## src/rtl/qtm_pkg.sv

```systemverilog
// ----------------------------------------------------------------------------
// qtm_pkg
// Types, constants and arithmetic helpers for the quaternion to model matrix
// pipeline.
// ----------------------------------------------------------------------------
package qtm_pkg;

	// one in Q.28, the format of the doubled quaternion products
	localparam int ONE_FRAC = 28;
	// Q.36 to Q16.16
	localparam int RND_SHIFT = 20;
	localparam int TERM_W = 35;
	localparam int PROD_W = 33;
	localparam int SCL_W = TERM_W + 16;

	localparam logic signed [TERM_W-1:0] ONE_Q28 = TERM_W'(64'sd1 <<< ONE_FRAC);
	localparam logic signed [SCL_W-1:0] RND_HALF = SCL_W'(64'sd1 <<< (RND_SHIFT - 1));

	typedef struct packed {
		logic signed [15:0] quat_x;
		logic signed [15:0] quat_y;
		logic signed [15:0] quat_z;
		logic signed [15:0] quat_w;
		logic signed [15:0] scale_x;
		logic signed [15:0] scale_y;
		logic signed [15:0] scale_z;
		logic signed [31:0] pos_x;
		logic signed [31:0] pos_y;
		logic signed [31:0] pos_z;
	} qtm_in_t;

	typedef struct packed {
		logic signed [31:0] col0_x;
		logic signed [31:0] col0_y;
		logic signed [31:0] col0_z;
		logic signed [31:0] col1_x;
		logic signed [31:0] col1_y;
		logic signed [31:0] col1_z;
		logic signed [31:0] col2_x;
		logic signed [31:0] col2_y;
		logic signed [31:0] col2_z;
		logic signed [31:0] trans_x;
		logic signed [31:0] trans_y;
		logic signed [31:0] trans_z;
	} qtm_out_t;

	// doubled quaternion products, Q.28
	typedef struct packed {
		logic signed [PROD_W-1:0] xx;
		logic signed [PROD_W-1:0] xy;
		logic signed [PROD_W-1:0] xz;
		logic signed [PROD_W-1:0] yy;
		logic signed [PROD_W-1:0] yz;
		logic signed [PROD_W-1:0] zz;
		logic signed [PROD_W-1:0] wx;
		logic signed [PROD_W-1:0] wy;
		logic signed [PROD_W-1:0] wz;
		logic signed [15:0] scale_x;
		logic signed [15:0] scale_y;
		logic signed [15:0] scale_z;
		logic signed [31:0] pos_x;
		logic signed [31:0] pos_y;
		logic signed [31:0] pos_z;
	} qtm_prod_t;

	// unscaled rotation entries, column-major, Q.28
	typedef struct packed {
		logic signed [8:0][TERM_W-1:0] ent;
		logic signed [15:0] scale_x;
		logic signed [15:0] scale_y;
		logic signed [15:0] scale_z;
		logic signed [31:0] pos_x;
		logic signed [31:0] pos_y;
		logic signed [31:0] pos_z;
	} qtm_term_t;

	// scaled entries, Q.36
	typedef struct packed {
		logic signed [8:0][SCL_W-1:0] ent;
		logic signed [31:0] pos_x;
		logic signed [31:0] pos_y;
		logic signed [31:0] pos_z;
	} qtm_scl_t;

	function automatic logic signed [PROD_W-1:0] dbl_mul(
		input logic signed [15:0] a,
		input logic signed [15:0] b
	);
		logic signed [31:0] p;
		p = a * b;
		return {p, 1'b0};
	endfunction

	function automatic logic signed [TERM_W-1:0] ext_term(input logic signed [PROD_W-1:0] a);
		return TERM_W'(a);
	endfunction

	function automatic logic signed [SCL_W-1:0] scl_mul(
		input logic signed [TERM_W-1:0] t,
		input logic signed [15:0] s
	);
		logic signed [SCL_W-1:0] a;
		logic signed [SCL_W-1:0] b;
		a = SCL_W'(t);
		b = SCL_W'(s);
		return a * b;
	endfunction

	// round to nearest, ties up; magnitude stays below 2^28 so taking the low 32 bits loses nothing
	function automatic logic signed [31:0] rnd_q16(input logic signed [SCL_W-1:0] p);
		logic signed [SCL_W-1:0] r;
		r = (p + RND_HALF) >>> RND_SHIFT;
		return r[31:0];
	endfunction

endpackage

```

## src/rtl/qtm_terms.sv

```systemverilog
// ----------------------------------------------------------------------------
// qtm_terms
// Second stage: combine products into the nine rotation entries.
// ----------------------------------------------------------------------------
module qtm_terms (
	input  logic               clk,
	input  logic               en,
	input  qtm_pkg::qtm_prod_t d,
	output qtm_pkg::qtm_term_t q_s2
);
	import qtm_pkg::*;

	always_ff @(posedge clk) begin
		if (en) begin
			q_s2.ent[0]  <= ONE_Q28 - (ext_term(d.yy) + ext_term(d.zz));
			q_s2.ent[1]  <= ext_term(d.xy) + ext_term(d.wz);
			q_s2.ent[2]  <= ext_term(d.xz) - ext_term(d.wy);
			q_s2.ent[3]  <= ext_term(d.xy) - ext_term(d.wz);
			q_s2.ent[4]  <= ONE_Q28 - (ext_term(d.xx) + ext_term(d.zz));
			q_s2.ent[5]  <= ext_term(d.yz) + ext_term(d.wx);
			q_s2.ent[6]  <= ext_term(d.xz) + ext_term(d.wy);
			q_s2.ent[7]  <= ext_term(d.yz) - ext_term(d.wx);
			q_s2.ent[8]  <= ONE_Q28 - (ext_term(d.xx) + ext_term(d.yy));
			q_s2.scale_x <= d.scale_x;
			q_s2.scale_y <= d.scale_y;
			q_s2.scale_z <= d.scale_z;
			q_s2.pos_x   <= d.pos_x;
			q_s2.pos_y   <= d.pos_y;
			q_s2.pos_z   <= d.pos_z;
		end
	end

endmodule

```

## config.mk

```make
export PLATFORM = sky130hd
export DESIGN_NAME = qtm_terms
export DESIGN_NICKNAME = d
export VERILOG_FILES = /design/src/rtl/qtm_pkg.sv /design/src/rtl/qtm_terms.sv
export SDC_FILE = /design/constraint.sdc
export NUM_CORES = 1
export LEC_CHECK = 0
export BUFFER_PORTS_ARGS = -buffer_cell sky130_fd_sc_hd__clkbuf_2
export CAP_MARGIN = 20
export CORE_AREA = 2 2 352 354
export CTS_CLUSTER_DIAMETER = 100
export DETAILED_ROUTE_END_ITERATION = 12
export DIE_AREA = 0 0 354 356
export MAX_ROUTING_LAYER = met4
export PLACE_DENSITY_LB_ADDON = 0.3
export SYNTH_ARGS = -nofsm -noshare
export SYNTH_HDL_FRONTEND = slang
export SYNTH_SLANG_ARGS = --single-unit
```

## constraint.sdc

```tcl
create_clock -name clk -period 4.1 [get_ports clk]
set_input_delay 0.82 -clock clk [delete_from_list [all_inputs] [get_ports clk]]
set_output_delay 0.82 -clock clk [all_outputs]
set_load 0.1 [all_outputs]
```

# After elaboration in Yosys (flattened, before gate mapping)

Index checks and enable logic that the tools add are counted.
W data, S select, Z words.

Bits in registers: 459
Latch bits: 0
RAM bits: 0
Memory bits (read-only): 0
Bits of input ports: 443
Output and inout port bits: 459
Logic and storage cells: 27
Memories: 0

Add/subtract/negate cells: 12
Multipliers: 0
Div/mod/pow operators: 0
$lt $le $gt $ge: 0
Equality and inequality tests: 0
Shift operators: 0
Mux-type cells: 0
Bitwise logic cells: 0
Reduce and logical (&&, ||, !) cells: 0

Operators by type and width:

| operator                 | number |
|---|---|
| $add A33 B33 Y34         | 6 |
| $sub A30 B34 Y35 const A | 3 |
| $sub A33 B33 Y34         | 3 |

# Longest topological paths before layout

Depth after elaboration: 2
Gate-level depth with buffers: 14
Gate-level depth less buffers: 14

# Least setup slack after synthesis

No wires, ideal clock.

Kind: input -> register
Start point: in d[244] (netlist name)
End point: reg q_s2[317] (netlist name) (data pin)
Library setup time: 0.263 ns
Data arrival time: 3.712 ns
Data required time: 3.837 ns
Setup slack: 0.126 ns
Cell stages on the path: 14
Buffers on the path: 0
Cell sequence: ha_1 -> inv_1 -> ha_1 -> inv_1 -> fa_1 -> nand2b_1 -> a21oi_1 -> nor4_1 -> o31ai_1 -> a31oi_1 -> o311ai_2 -> a31oi_1 -> o41ai_2 -> xnor2_1

Longest elaborated chain between the ends: 2

RTL lines:

| item             | RTL line        | text |
|---|---|---|
| from (decl)      | qtm_terms.sv:8  | `input qtm_pkg::qtm_prod_t d,` |
| $add A33 B33 Y34 | qtm_terms.sv:19 | `q_s2.ent[4] <= ONE_Q28 - (ext_term(d.xx) + ext_term(d.zz));` |
| $sub A30 B34 Y35 | qtm_terms.sv:19 |  |
| to (decl)        | qtm_terms.sv:9  | `output qtm_pkg::qtm_term_t q_s2` |

No other way between the ends.
A chain may end at the register's enable or synchronous reset.

# Worst setup path in the final report

Same ends and word-level chain as after synthesis.

==> impl_results.md <==
* Nets@finish at 4801
* Vias per inst at 4.62
* Initial antenna violation count at 33
* Vias at 26200
* Worst EP arrival at 4.19 ns
* Crit path buf inv count at 4
* Final wirelength at 118000 µm
* CTS Buf Count at 59
* Largest register FFs at 450
* Crit path max fanout at 3
* Cell variety after synth at 76
* Share of layout cells above drive strength 1 at 30.0%
* Largest net degree at the start of global routing at 66
* Max_cap viols at 0
* Max Transition Viols Final at 0
* I/O Pins at 902
* Drt pass-1 iters at 8
* Synthesized instance count at 2912
* 1st-iter DRT viols at 1531
* Ys async rst share at 0%
* DP Cell Count at 5529
* Period utilisation layout at 91.9%
* Post-synth EDFFs at 450
* Slew Limit Headroom at 45.2%
* Minimum clock period at 3.77 ns
* Port bufs at 901
* Synth Register Bits at 450
* Num Clock Sinks at 450
* Mean post-synth cell area at 10.5 µm²
* Top delay family on crit path: compound AO/OA/AOI/OAI gates
* Routed wire per std cell at 20.8 µm
* Unrepaired setup endpoints after global routing: no
* Worst setup EP type: flip-flop
* CTS-repair resized insts at 0
* Design Power at 20.6 mW
* Main synth FF type: edfxtp_1
* Remaining Overflow, GRT at 0
* Clock root cell: clkbuf_16
* First-pass GRT wire length at 170000 µm
* Fmax at 265 MHz
* ANT nets after route at 0
* Post-route setup TNS at 0 ns
* Startpoint Class: primary input
* Hold-fix buffers, CTS at 0
* DRC at 0
* Die area at 126000 µm²
* Crit Path Class: primary input to flip-flop
* Status: finished clean
* Leak at 18.6 nW
* Seq/Total Area, Yosys at 44.2%
* Final Cell Area at 40100 µm²
* CTS max path bufs at 3
* Top Registers: q_s2: 450 flops
* Num rows at 129
* Worst VDD drop at 0.361 mV
* Setup violations, final at 0
* Post-CTS Setup Bufs at 0
* Post-Layout Cell Count at 5663
* Mapped Nets at 3760
* Final-report hold violation count at 0
* Die Ht at 356 µm
* Critical path's slowest cell: fa_1
* Placer congestion estimate at 0.919
* Placed cell areas at 38100 µm²
* GR Util All Layers at 18.5%
* CTS tree: built
* Commonest non-fill, non-tap cell in the layout: clkbuf_2
* Max H-tree Level at 2
* Warnings, synthesis at 0
* Vias in the first global route at 26200
* Die width at 354 µm
* Hpwl dp at 99100 µm
* Commonest cells after routing, fill and taps aside: clkbuf_2 (900), edfxtp_1 (450), ha_1 (396), inv_1 (325), a21oi_1 (280)
* Core area at 123000 µm²
* Largest Register: q_s2
* Worst Hold Class: primary input to flip-flop
* Mapped cell area at 30600 µm²
* Cell-by-cell trace of the critical path: clkbuf_2, ha_1, inv_1, ha_1, inv_1, fa_1, nand2b_1, a21oi_1, nor4_1, o31ai_1, buf_4, a31oi_1, o311ai_2, a31oi_1, o41ai_2, xnor2_1
* Clk slew on worst S/H paths at 0.07 ns
* Power Dens Cells at 514 nW/µm²
* WHS at 0.322 ns
* Critical Path RT at 4.52 ns
* Worst Max-Slew Pin Slew at 0.815 ns
* CP peak stage delay at 0.46 ns
* P&R area growth vs syn at 31.1%
* Initial Utilization at 24.9%
==> power by group <==
part / switching [mW] / internal, mW
Combinational: 7.29 / 1.96
Sequential: 0.268 / 5.95
Clock: 2.28 / 2.87
Total: 9.84 / 10.8
==> path summary, 6_finish.rpt <==
path                  end  slack, ns    from  cells past startpoint
min    q_s2[63]$_DFFE_PP_       0.32   d[63]                      1
max   q_s2[317]$_DFFE_PP_       0.33  d[244]                     16
==> routing by layer <==
metal	vias to the layer above	track usage (%)	part of all wire, %
met2	829	31.8	49
met5	-	-	0
met4	0	5.01	2.7
met3	134	5.17	7.7
li1	12700	-	-
met1	12600	21.0	40
==> final cells by class <==
class / instances / area, µm²
tap: 1637 / 2050
antenna: 25 / 62.6
timing repair buffer: 1079 / 5910
fill: 12800 / 82600
sequential: 450 / 13500
inverter: 330 / 1240
clock inverter: 46 / 428
multi-input combinational: 2033 / 15400
clock buffer: 63 / 1490
==> metrics by stage <==
| step | setup WS, ns | utilization, % |
|---|---|---|
| 6_report | 0.331 | 32.7 |
| 5_1_grt | 0.209 | 32.7 |
| 4_1_cts | 0.326 | 32.6 |
| 3_5_place_dp | -0.398 | 31.1 |
| 3_3_place_gp | -0.418 | 31.1 |
| 2_1_floorplan | 0.126 | - |
==> logic make-up (layout without fill, tap and decap cells) <==
| logic type | after synthesis | in the layout | synth area share, % |
|---|---|---|---|
| flops | 450 | 450 | 44.2 |
| simple gates | 561 | 561 | 9.04 |
| xor+xnor | 267 | 267 | 7.65 |
| other cells | 0 | 25 | 0 |
| compound gates | 800 | 800 | 16.9 |
| fa+ha+maj | 405 | 405 | 16.8 |
| buf+inv | 429 | 1518 | 5.43 |
==> Yosys cell counts, types with 24 or more instances <==
| library cell | n | area [µm²] |
|---|---|---|
| a211oi_1 | 24 | 180 |
| o21ai_0 | 125 | 626 |
| a21oi_1 | 280 | 1400 |
| clkbuf_1 | 70 | 263 |
| nand2_1 | 90 | 338 |
| nor3_1 | 37 | 185 |
| nor2b_1 | 37 | 231 |
| ha_1 | 396 | 4950 |
| nand4_1 | 31 | 194 |
| xor2_1 | 61 | 534 |
| a21o_1 | 87 | 653 |
| edfxtp_1 | 450 | 13500 |
| xnor2_1 | 206 | 1800 |
| inv_1 | 325 | 1220 |
| o31ai_1 | 27 | 203 |
| nor2_1 | 197 | 739 |
| o21bai_1 | 64 | 480 |
| nand3_1 | 34 | 170 |
| nand2b_1 | 43 | 269 |
| a31oi_1 | 26 | 163 |
(Power assumes the default switching activity.)
